File: src/design/abld_pkg.sv
// shared types and constants for the accelerometer bias and launch detector
`default_nettype none
package abld_pkg;

  // fixed widths of the result fields, the configuration registers and the register index
  localparam int unsigned OUT_W  = 21;
  localparam int unsigned THR_W  = 21;
  localparam int unsigned CONF_W = 4;
  localparam int unsigned CAL_W  = 5;
  localparam int unsigned IDX_W  = 2;

  // register indexes
  localparam logic [IDX_W-1:0] REG_THRESHOLD = 2'd0;
  localparam logic [IDX_W-1:0] REG_CONFIRM   = 2'd1;
  localparam logic [IDX_W-1:0] REG_CALIB     = 2'd2;

  // reset values; threshold is two g at 8 fraction bits, rounded
  localparam logic [THR_W-1:0]  THR_RESET  = 21'd5021;
  localparam logic [CONF_W-1:0] CONF_RESET = 4'd3;
  localparam logic [CAL_W-1:0]  CAL_RESET  = 5'd20;

  localparam logic [CONF_W-1:0] EXCEED_MAX = 4'd15;
  localparam logic [OUT_W-1:0]  MAG_MAX    = 21'h1fffff;

  typedef enum logic [1:0] {
    FS_IDLE    = 2'd0,
    FS_ASCEND  = 2'd1,
    FS_DESCEND = 2'd2,
    FS_LANDED  = 2'd3
  } flight_e;

  // status one lane hands to the merge stage
  typedef struct packed {
    logic             done;
    logic             ready;
    logic [OUT_W-1:0] mag;
  } lane_stat_t;

endpackage
`default_nettype wire

File: src/design/accel_bias_launch_detector_core.sv
// top level: stream ports, config registers, two sensor lanes and the merge stage
// steps: a word that is summed into the bias, or one from an invalid sensor, goes straight
//   to the lane done state; the word that forms the bias runs a bit-serial divider over the
//   sum width; once calibrated, three squares share one multiplier, then the square root
//   gives one digit a cycle
// handshake: one word at a time; the slower lane holds the load, and the next word is only
//   taken once the result is in the output register, which waits while a held result has
//   not yet been taken on m_axis_tready
// reset: asynchronous, active low; clears registers to their reset values, sums, counts,
//   calibration flags, magnitudes and the flight state (idle)
`default_nettype none
module accel_bias_launch_detector_core #(
  parameter int unsigned SAMPLE_WIDTH = 20
) (
  input  wire logic                                 clk_i,
  input  wire logic                                 rst_ni,
  // input words
  input  wire logic                                 s_axis_tvalid,
  output logic                                      s_axis_tready,
  // prim_x, prim_y, prim_z, back_x, back_y, back_z
  input  wire logic [((6*SAMPLE_WIDTH+7)/8)*8-1:0]  s_axis_tdata,
  // prim_valid, back_valid
  input  wire logic [1:0]                           s_axis_tuser,
  // result words
  output logic                                      m_axis_tvalid,
  input  wire logic                                 m_axis_tready,
  // prim_x_out, prim_y_out, prim_z_out, back_x_out, back_y_out, back_z_out,
  // prim_magnitude, back_magnitude
  output logic [167:0]                              m_axis_tdata,
  // prim_calibrated, back_calibrated, flight_state
  output logic [3:0]                                m_axis_tuser,
  // configuration writes
  input  wire logic                                 cfg_we_i,
  input  wire logic [abld_pkg::IDX_W-1:0]           cfg_idx_i,
  input  wire logic [abld_pkg::THR_W-1:0]           cfg_data_i
);

  localparam int unsigned SW = SAMPLE_WIDTH;

  // configuration registers
  logic [abld_pkg::THR_W-1:0]  thr_q;
  logic [abld_pkg::CONF_W-1:0] conf_q;
  logic [abld_pkg::CAL_W-1:0]  cal_q;

  // control
  logic busy_q;
  logic pv_q, bv_q;
  logic accept, load;

  logic signed [SW-1:0]              prim_smp [3];
  logic signed [SW-1:0]              back_smp [3];
  logic signed [abld_pkg::OUT_W-1:0] prim_axes [3];
  logic signed [abld_pkg::OUT_W-1:0] back_axes [3];
  abld_pkg::lane_stat_t              prim_stat, back_stat;
  abld_pkg::flight_e                 phase_d;

  logic         m_valid_q;
  logic [167:0] m_data_q;
  logic [3:0]   m_user_q;

  always_comb begin
    for (int k = 0; k < 3; k++) begin
      prim_smp[k] = s_axis_tdata[k*SW +: SW];
      back_smp[k] = s_axis_tdata[(k+3)*SW +: SW];
    end
  end

  // one word in flight; the output register frees the input side
  assign s_axis_tready = !busy_q;
  assign accept        = s_axis_tvalid && !busy_q;
  assign load          = busy_q && prim_stat.done && back_stat.done &&
                         (!m_valid_q || m_axis_tready);

  always_ff @(posedge clk_i or negedge rst_ni) begin
    if (!rst_ni) begin
      thr_q  <= abld_pkg::THR_RESET;
      conf_q <= abld_pkg::CONF_RESET;
      cal_q  <= abld_pkg::CAL_RESET;
    end else if (cfg_we_i) begin
      case (cfg_idx_i)
        abld_pkg::REG_THRESHOLD: thr_q  <= cfg_data_i;
        abld_pkg::REG_CONFIRM:   conf_q <= cfg_data_i[abld_pkg::CONF_W-1:0];
        abld_pkg::REG_CALIB:     cal_q  <= cfg_data_i[abld_pkg::CAL_W-1:0];
        default: ;
      endcase
    end
  end

  always_ff @(posedge clk_i or negedge rst_ni) begin
    if (!rst_ni) begin
      busy_q    <= 1'b0;
      pv_q      <= 1'b0;
      bv_q      <= 1'b0;
      m_valid_q <= 1'b0;
    end else begin
      if (accept) begin
        busy_q <= 1'b1;
        pv_q   <= s_axis_tuser[0];
        bv_q   <= s_axis_tuser[1];
      end else if (load) begin
        busy_q <= 1'b0;
      end
      if (load) begin
        m_valid_q <= 1'b1;
      end else if (m_axis_tready) begin
        m_valid_q <= 1'b0;
      end
    end
  end

  // payload of the output register
  always_ff @(posedge clk_i) begin
    if (load) begin
      m_data_q <= {back_stat.mag, prim_stat.mag,
                   back_axes[2], back_axes[1], back_axes[0],
                   prim_axes[2], prim_axes[1], prim_axes[0]};
      m_user_q <= {phase_d, back_stat.ready, prim_stat.ready};
    end
  end

  assign m_axis_tvalid = m_valid_q;
  assign m_axis_tdata  = m_data_q;
  assign m_axis_tuser  = m_user_q;

  // primary lane
  abld_lane #(.SW(SW)) u_prim (
    .clk_i     (clk_i),
    .rst_ni    (rst_ni),
    .start_i   (accept),
    .valid_i   (s_axis_tuser[0]),
    .smp_i     (prim_smp),
    .calib_n_i (cal_q),
    .ack_i     (load),
    .stat_o    (prim_stat),
    .axes_o    (prim_axes)
  );

  // backup lane
  abld_lane #(.SW(SW)) u_back (
    .clk_i     (clk_i),
    .rst_ni    (rst_ni),
    .start_i   (accept),
    .valid_i   (s_axis_tuser[1]),
    .smp_i     (back_smp),
    .calib_n_i (cal_q),
    .ack_i     (load),
    .stat_o    (back_stat),
    .axes_o    (back_axes)
  );

  // merge: launch detection on the chosen magnitude
  abld_launch u_launch (
    .clk_i     (clk_i),
    .rst_ni    (rst_ni),
    .upd_i     (load),
    .pv_i      (pv_q),
    .bv_i      (bv_q),
    .prim_i    (prim_stat),
    .back_i    (back_stat),
    .thr_i     (thr_q),
    .conf_i    (conf_q),
    .phase_d_o (phase_d)
  );

`ifndef SYNTHESIS
  // a lane only finishes for a word that was taken
  a_done_busy: assert property (@(posedge clk_i) disable iff (!rst_ni)
    (prim_stat.done || back_stat.done) |-> busy_q)
    else $error("lane done without a word in flight");

  // calibration is never lost
  a_cal_sticky: assert property (@(posedge clk_i) disable iff (!rst_ni)
    (prim_stat.ready && back_stat.ready) |=> (prim_stat.ready && back_stat.ready))
    else $error("calibration flag dropped");

  // once launched, the flight state is held in every result
  a_ascend_held: assert property (@(posedge clk_i) disable iff (!rst_ni)
    (load && phase_d == abld_pkg::FS_ASCEND) |=> (phase_d == abld_pkg::FS_ASCEND))
    else $error("flight state left ascend");

  // no new word is taken while a result has not been loaded
  a_no_overrun: assert property (@(posedge clk_i) disable iff (!rst_ni)
    (busy_q && !load) |=> busy_q)
    else $error("word in flight lost");
`endif

endmodule
`default_nettype wire

File: src/design/abld_lane.sv
// one sensor lane: bias accumulation, bias division, subtraction and magnitude
`default_nettype none
module abld_lane #(
  parameter int unsigned SW = 20
) (
  input  wire logic                               clk_i,
  input  wire logic                               rst_ni,
  input  wire logic                               start_i,
  input  wire logic                               valid_i,
  input  wire logic signed [SW-1:0]               smp_i [3],
  input  wire logic [abld_pkg::CAL_W-1:0]         calib_n_i,
  input  wire logic                               ack_i,
  output abld_pkg::lane_stat_t                    stat_o,
  output logic signed [abld_pkg::OUT_W-1:0]       axes_o [3]
);

  localparam int unsigned OW   = abld_pkg::OUT_W;
  localparam int unsigned CW   = abld_pkg::CAL_W;
  localparam int unsigned SUMW = SW + CW;
  localparam int unsigned DW   = SW + 1;
  localparam int unsigned SQW  = 2 * DW + 2;
  localparam int unsigned RW   = SQW / 2;
  localparam int unsigned CMPW = (RW > OW) ? RW : OW;
  localparam int unsigned STW  = $clog2(((SUMW > RW) ? SUMW : RW) + 1);

  typedef enum logic [2:0] {
    L_IDLE,
    L_DIV,
    L_SQ,
    L_ROOT,
    L_DONE
  } lane_state_e;

  lane_state_e              state_q;
  logic signed [SUMW-1:0]   sum_q  [3];
  logic [SUMW-1:0]          dquo_q [3];
  logic [CW:0]              drem_q [3];
  logic                     dneg_q [3];
  logic signed [DW-1:0]     dif_q  [3];
  logic [CW-1:0]            cnt_q;
  logic                     rdy_q;
  logic [OW-1:0]            mag_q;
  logic signed [OW-1:0]     axes_q [3];
  logic [SQW-1:0]           acc_q;
  logic [SQW-1:0]           rn_q;
  logic [RW-1:0]            rt_q;
  logic [RW+1:0]            rr_q;
  logic [STW-1:0]           step_q;

  logic [CW-1:0]            n_eff;
  logic [SUMW-1:0]          dquo_d [3];
  logic [CW:0]              drem_d [3];
  logic [DW-1:0]            sq_abs;
  logic [SQW-1:0]           acc_d;
  logic [RW+1:0]            rr_sh;
  logic [RW+1:0]            rr_trial;
  logic [RW+1:0]            rr_d;
  logic [RW-1:0]            rt_d;
  logic [OW-1:0]            mag_d;

  assign n_eff = (calib_n_i == '0) ? CW'(1) : calib_n_i;

  // one restoring division step per axis
  always_comb begin
    logic [CW+1:0] t;
    for (int k = 0; k < 3; k++) begin
      t = {drem_q[k], dquo_q[k][SUMW-1]};
      if (t >= {2'b00, cnt_q}) begin
        drem_d[k] = (CW+1)'(t - {2'b00, cnt_q});
        dquo_d[k] = {dquo_q[k][SUMW-2:0], 1'b1};
      end else begin
        drem_d[k] = (CW+1)'(t);
        dquo_d[k] = {dquo_q[k][SUMW-2:0], 1'b0};
      end
    end
  end

  // one square per cycle through a shared multiplier
  always_comb begin
    logic signed [DW-1:0] dsel;
    logic [2*DW-1:0]      sq;
    case (step_q[1:0])
      2'd0:    dsel = dif_q[0];
      2'd1:    dsel = dif_q[1];
      default: dsel = dif_q[2];
    endcase
    sq_abs = dsel[DW-1] ? DW'(-dsel) : DW'(dsel);
    sq     = sq_abs * sq_abs;
    acc_d  = acc_q + SQW'(sq);
  end

  // one digit pair of the square root per cycle
  always_comb begin
    rr_sh    = {rr_q[RW-1:0], rn_q[SQW-1:SQW-2]};
    rr_trial = {rt_q, 2'b01};
    if (rr_sh >= rr_trial) begin
      rr_d = rr_sh - rr_trial;
      rt_d = {rt_q[RW-2:0], 1'b1};
    end else begin
      rr_d = rr_sh;
      rt_d = {rt_q[RW-2:0], 1'b0};
    end
    mag_d = (CMPW'(rt_d) > CMPW'(abld_pkg::MAG_MAX)) ? abld_pkg::MAG_MAX : OW'(rt_d);
  end

  always_ff @(posedge clk_i or negedge rst_ni) begin
    if (!rst_ni) begin
      state_q <= L_IDLE;
      cnt_q   <= '0;
      rdy_q   <= 1'b0;
      mag_q   <= '0;
      step_q  <= '0;
      for (int k = 0; k < 3; k++) begin
        sum_q[k] <= '0;
      end
    end else begin
      case (state_q)
        L_IDLE: begin
          if (start_i) begin
            if (!valid_i) begin
              for (int k = 0; k < 3; k++) axes_q[k] <= '0;
              state_q <= L_DONE;
            end else if (!rdy_q) begin
              for (int k = 0; k < 3; k++) axes_q[k] <= OW'(smp_i[k]);
              if (cnt_q < n_eff) begin
                for (int k = 0; k < 3; k++) sum_q[k] <= sum_q[k] + SUMW'(smp_i[k]);
                cnt_q   <= cnt_q + CW'(1);
                state_q <= L_DONE;
              end else begin
                for (int k = 0; k < 3; k++) begin
                  dneg_q[k] <= sum_q[k][SUMW-1];
                  dquo_q[k] <= sum_q[k][SUMW-1] ? SUMW'(-sum_q[k]) : SUMW'(sum_q[k]);
                  drem_q[k] <= '0;
                end
                step_q  <= STW'(SUMW);
                state_q <= L_DIV;
              end
            end else begin
              for (int k = 0; k < 3; k++) begin
                dif_q[k]  <= DW'(smp_i[k]) - DW'(sum_q[k]);
                axes_q[k] <= OW'(DW'(smp_i[k]) - DW'(sum_q[k]));
              end
              acc_q   <= '0;
              step_q  <= '0;
              state_q <= L_SQ;
            end
          end
        end
        L_DIV: begin
          for (int k = 0; k < 3; k++) begin
            dquo_q[k] <= dquo_d[k];
            drem_q[k] <= drem_d[k];
          end
          step_q <= step_q - STW'(1);
          if (step_q == STW'(1)) begin
            for (int k = 0; k < 3; k++) begin
              sum_q[k] <= dneg_q[k] ? SUMW'(-dquo_d[k]) : SUMW'(dquo_d[k]);
            end
            rdy_q   <= 1'b1;
            state_q <= L_DONE;
          end
        end
        L_SQ: begin
          acc_q <= acc_d;
          if (step_q == STW'(2)) begin
            rn_q    <= acc_d;
            rt_q    <= '0;
            rr_q    <= '0;
            step_q  <= STW'(RW);
            state_q <= L_ROOT;
          end else begin
            step_q <= step_q + STW'(1);
          end
        end
        L_ROOT: begin
          rn_q   <= {rn_q[SQW-3:0], 2'b00};
          rt_q   <= rt_d;
          rr_q   <= rr_d;
          step_q <= step_q - STW'(1);
          if (step_q == STW'(1)) begin
            mag_q   <= mag_d;
            state_q <= L_DONE;
          end
        end
        L_DONE: begin
          if (ack_i) state_q <= L_IDLE;
        end
        default: state_q <= L_IDLE;
      endcase
    end
  end

  assign stat_o.done  = (state_q == L_DONE);
  assign stat_o.ready = rdy_q;
  assign stat_o.mag   = mag_q;
  assign axes_o       = axes_q;

endmodule
`default_nettype wire

File: src/design/abld_launch.sv
// merge stage: picks a lane magnitude and runs the launch detector
`default_nettype none
module abld_launch (
  input  wire logic                          clk_i,
  input  wire logic                          rst_ni,
  input  wire logic                          upd_i,
  input  wire logic                          pv_i,
  input  wire logic                          bv_i,
  input  abld_pkg::lane_stat_t               prim_i,
  input  abld_pkg::lane_stat_t               back_i,
  input  wire logic [abld_pkg::THR_W-1:0]    thr_i,
  input  wire logic [abld_pkg::CONF_W-1:0]   conf_i,
  output abld_pkg::flight_e                  phase_d_o
);

  abld_pkg::flight_e               phase_q, phase_d;
  logic [abld_pkg::CONF_W-1:0]     cnt_q, cnt_d;

  always_comb begin
    logic [abld_pkg::OUT_W-1:0]  mag;
    logic [abld_pkg::CONF_W-1:0] inc;
    phase_d = phase_q;
    cnt_d   = cnt_q;
    mag     = pv_i ? prim_i.mag : back_i.mag;
    inc     = (cnt_q < abld_pkg::EXCEED_MAX) ? cnt_q + 4'd1 : cnt_q;
    if (upd_i && phase_q == abld_pkg::FS_IDLE && (pv_i || bv_i) && mag > thr_i) begin
      if (inc >= conf_i) begin
        phase_d = abld_pkg::FS_ASCEND;
        cnt_d   = '0;
      end else begin
        cnt_d = inc;
      end
    end
  end

  always_ff @(posedge clk_i or negedge rst_ni) begin
    if (!rst_ni) begin
      phase_q <= abld_pkg::FS_IDLE;
      cnt_q   <= '0;
    end else begin
      phase_q <= phase_d;
      cnt_q   <= cnt_d;
    end
  end

  assign phase_d_o = phase_d;

endmodule
`default_nettype wire

File: config.mk
export PLATFORM = sky130hd
export DESIGN_NAME = accel_bias_launch_detector_core
export DESIGN_NICKNAME = d
export VERILOG_FILES = /design/src/design/abld_pkg.sv /design/src/design/accel_bias_launch_detector_core.sv /design/src/design/abld_lane.sv /design/src/design/abld_launch.sv
export SDC_FILE = /design/constraint.sdc
export NUM_CORES = 2
export LEC_CHECK = 0
export BUFFER_PORTS_ARGS = -buffer_cell sky130_fd_sc_hd__buf_2
export CORE_ASPECT_RATIO = 0.6
export CORE_MARGIN = 2
export CORE_UTILIZATION = 65
export CTS_BUF_LIST = sky130_fd_sc_hd__clkbuf_8
export DETAILED_ROUTE_END_ITERATION = 10
export GPL_ROUTABILITY_DRIVEN = 0
export PLACE_DENSITY_LB_ADDON = 0.2
export SLEW_MARGIN = 0
export SYNTH_ARGS = -nofsm -noshare
export SYNTH_HDL_FRONTEND = slang
export SYNTH_SLANG_ARGS = --single-unit
File: constraint.sdc
create_clock -name clk_i -period 16.6 [get_ports clk_i]
set_input_delay 3.32 -clock clk_i [delete_from_list [all_inputs] [get_ports clk_i]]
set_output_delay 3.32 -clock clk_i [all_outputs]
set_load 0.02 [all_outputs]
==> flow_summary.json <==
{
  "num_rows": 108,
  "drv_cap": 0,
  "numCtsBuffers": 173,
  "grt_pass1_wl_um": 427900,
  "synth_top_area_share": 0.2778,
  "seq_area_frac_synth": 0.3464,
  "die_w_um": 497.9,
  "endpoint": "u_prim.rn_q[42]$_DFFE_PP_",
  "drc_errors": 0,
  "max_freq_mhz": 81.51,
  "synthDistinctLibCells": 109,
  "crit_fanout": 25,
  "yosysMostFrequentCell": "inv_1",
  "clk_path_buf_depth": 3,
  "dieArea_sq_um": 149500,
  "final_hold_viol_count": 0,
  "wl_per_cell_um": 23.00,
  "synth_edf_count": 880,
  "r2r-start": "u_prim.step_q[1]$_DFFE_PN0P_",
  "ys.flop_type": "edfxtp_1",
  "antenna_left": 0,
  "rrSetupSlack_ns": 4.33,
  "cp.required_ns": 17.26,
  "yosys.area.top_type": "edfxtp_1",
  "finalClockSkew_ns": 0.06265,
  "cts.reportedPaths.clkPinSlew_ns": 0.07,
  "syn_to_final_growth_pct": 7.464,
  "setup_violations": 0,
  "synth.avg_cell_area_sq_um": 9.725,
  "reg2reg_depth": 34,
  "antenna_found_initial": 28,
  "timing.critical_path.mode_cell": "fa_1",
  "rsz0062_at_grt": "false",
  "clock_sink_count": 1140,
  "finalNetCount": 11590,
  "min_path_type": "reg -> reg",
  "grt_pass1_vias": 73234,
  "netlist_area_sq_um": 95120,
  "cts_tree": "yes",
  "drt-initial-drc-count": 10419,
  "port_buffers": 323,
  "dr.pass1.iters": 7,
  "clk_latency_ns": 0.97,
  "ys_top_cells_by_count": "inv_1, nand2_1, edfxtp_1, nor2_1, fa_1",
  "start_util": 0.6566,
  "synthArstFlopShare": 0.2281,
  "slowest_delay_ns": 0.83,
  "tns_ns": 0,
  "crit_arrival_ns": 12.92,
  "pin_count": 324,
  "grt_max_degree": 103,
  "yosysWarningCount": 0,
  "crit_type": "reg -> reg",
  "drt-total-wl_um": 278300,
  "crit_path_end_kind": "flop",
  "gr-usage-all-layers": 0.3708,
  "post_cts_resized": 0,
  "fin_crit_sh": 0.7390,
  "dp_hpwl_um": 212900,
  "worst_pin_slew_ns": 1.202,
  "netlist_instances": 9781,
  "layout-drive-gt1-share": 0.08268,
  "viasPerCell": 6.247,
  "ys_seq_elements": 1140,
  "die_h_um": 300.3,
  "crit_start": "u_prim.step_q[1]$_DFFE_PN0P_",
  "finalWorstPathRequiredPeriod_ns": 12.27,
  "cp_slowest_cell": "nor2_2",
  "cts_hold_buf": 0,
  "r2r_end": "u_prim.rn_q[42]$_DFFE_PP_",
  "slew_headroom": 0.1989,
  "drv_slew": 0,
  "via_count": 75598,
  "worstSetupStartpointType": "flop",
  "htree_levels": 4,
  "status": "finished clean",
  "root_buffer": "clkbuf_8",
  "core_area_sq_um": 144900,
  "grt_overflow": 0,
  "yosys-top-cells-area": "edfxtp_1, fa_1, ha_1",
  "cts_setup_buffers": 0
}
-- layer usage --
layer,track usage,share of wire,up-vias
met5,0.0009390,0.00018,-
met4,0.1177,0.031,6
met3,0.1339,0.15,571
met2,0.4966,0.40,4934
met1,0.5571,0.42,36495
li1,-,-,33592
-- cells by family after synthesis --
group / synth area share
AOI/OAI and AO/OA: 0.1336
xor gates and xnor gates: 0.06230
adders and majority gates: 0.2448
buffers and inverters: 0.06757
DFF: 0.3464
muxes: 0.01960
other: 0.00007896
and+or+nand+nor: 0.1257
-- through the flow --
stage | util | hold slack [ns] | area [sq um] | cells | worst slack [ns]
final | 0.7056 | 0.3952 | 102200 | 12102 | 4.332
after global routing | 0.7056 | 0.4056 | 102200 | 12100 | 3.858
after CTS | 0.7053 | 0.3986 | 102200 | 12085 | 4.735
after detailed placement | 0.6814 | 0.3967 | 98710 | 11762 | 4.767
after global placement | 0.6814 | 0.3995 | 98710 | 11762 | 5.141
after floorplan | - | 0.4003 | 95230 | 9811 | 3.884
-- how the worst min path moves through the flow --
stage / startpoint / end / slack, ns / depth (start not counted)
after global routing: u_back.axes_o[1]$_SDFFCE_PN0P_ / m_axis_tdata[106]$_DFFE_PP_ / 0.41 / 0
after CTS: u_back.axes_o[1]$_SDFFCE_PN0P_ / m_axis_tdata[106]$_DFFE_PP_ / 0.40 / 0
after global placement: u_launch.phase_q[1]$_DFF_PN0_ / u_launch.phase_q[1]$_DFF_PN0_ / 0.40 / 0
after detailed placement: u_launch.phase_q[1]$_DFF_PN0_ / u_launch.phase_q[1]$_DFF_PN0_ / 0.40 / 0
final: u_back.axes_o[1]$_SDFFCE_PN0P_ / m_axis_tdata[106]$_DFFE_PP_ / 0.40 / 0
after floorplan: u_prim.axes_o[42]$_SDFFCE_PN0P_ / m_axis_tdata[0]$_DFFE_PP_ / 0.40 / 0
-- sequential cells by signal, summed over array words and instances (netlist names), 44 cells and up --
register       count
u_prim.dquo_q     75
u_prim.acc_q      44
u_back.dquo_q     75
u_back.axes_o     63
u_back.dif_q      63
u_back.sum_q      75
m_axis_tdata     168
u_back.rn_q       44
u_prim.rn_q       44
u_back.acc_q      44
u_prim.dif_q      63
u_prim.sum_q      75
u_prim.axes_o     63
-- layout by cell type, fill, tap and decap left out, types with 54 or more instances in the layout --
| master | Yosys | final |
|---|---|---|
| a21o_1 | 119 | 119 |
| a21oi_1 | 485 | 485 |
| a31oi_1 | 91 | 90 |
| buf_2 | 42 | 322 |
| buf_4 | 0 | 107 |
| clkbuf_8 | 0 | 189 |
| dfrtp_1 | 248 | 246 |
| edfxtp_1 | 880 | 880 |
| fa_1 | 721 | 721 |
| ha_1 | 707 | 707 |
| inv_1 | 1273 | 1332 |
| mux2i_1 | 148 | 148 |
| nand2_1 | 937 | 935 |
| nand2b_1 | 76 | 74 |
| nand3_1 | 108 | 108 |
| nor2_1 | 835 | 827 |
| nor2b_1 | 183 | 183 |
| nor3_1 | 123 | 120 |
| o211ai_1 | 78 | 78 |
| o21ai_0 | 646 | 646 |
| o21bai_1 | 54 | 54 |
| o31ai_1 | 91 | 90 |
| or3_1 | 64 | 64 |
| xnor2_1 | 465 | 464 |
| xor2_1 | 206 | 204 |
-- critical path, delay by kind of cell (launching register included) --
kind	cells	cell delay (ns)
xor gates and xnor gates	2	0.73
buffers and inverters	6	1.42
AOI/OAI and AO/OA	8	2.54
DFF	1	0.43
and+or+nand+nor	8	2.00
adders and majority gates	10	4.81
-- area by class of cell --
cell class,instances,area [sq um]
Timing Repair Buffer,431,2450
Tap cell,1925,2409
Fill cell,10763,42640
Multi-Input combinational cell,6975,56050
Inverter,1291,4847
Sequential cell,1140,32950
Antenna cell,17,42.54
Clock buffer,189,2601
Clock inverter,134,863.3
Power is not shown: default switching activity piles up to over one toggle a cycle in this logic, so the estimate is an artifact.
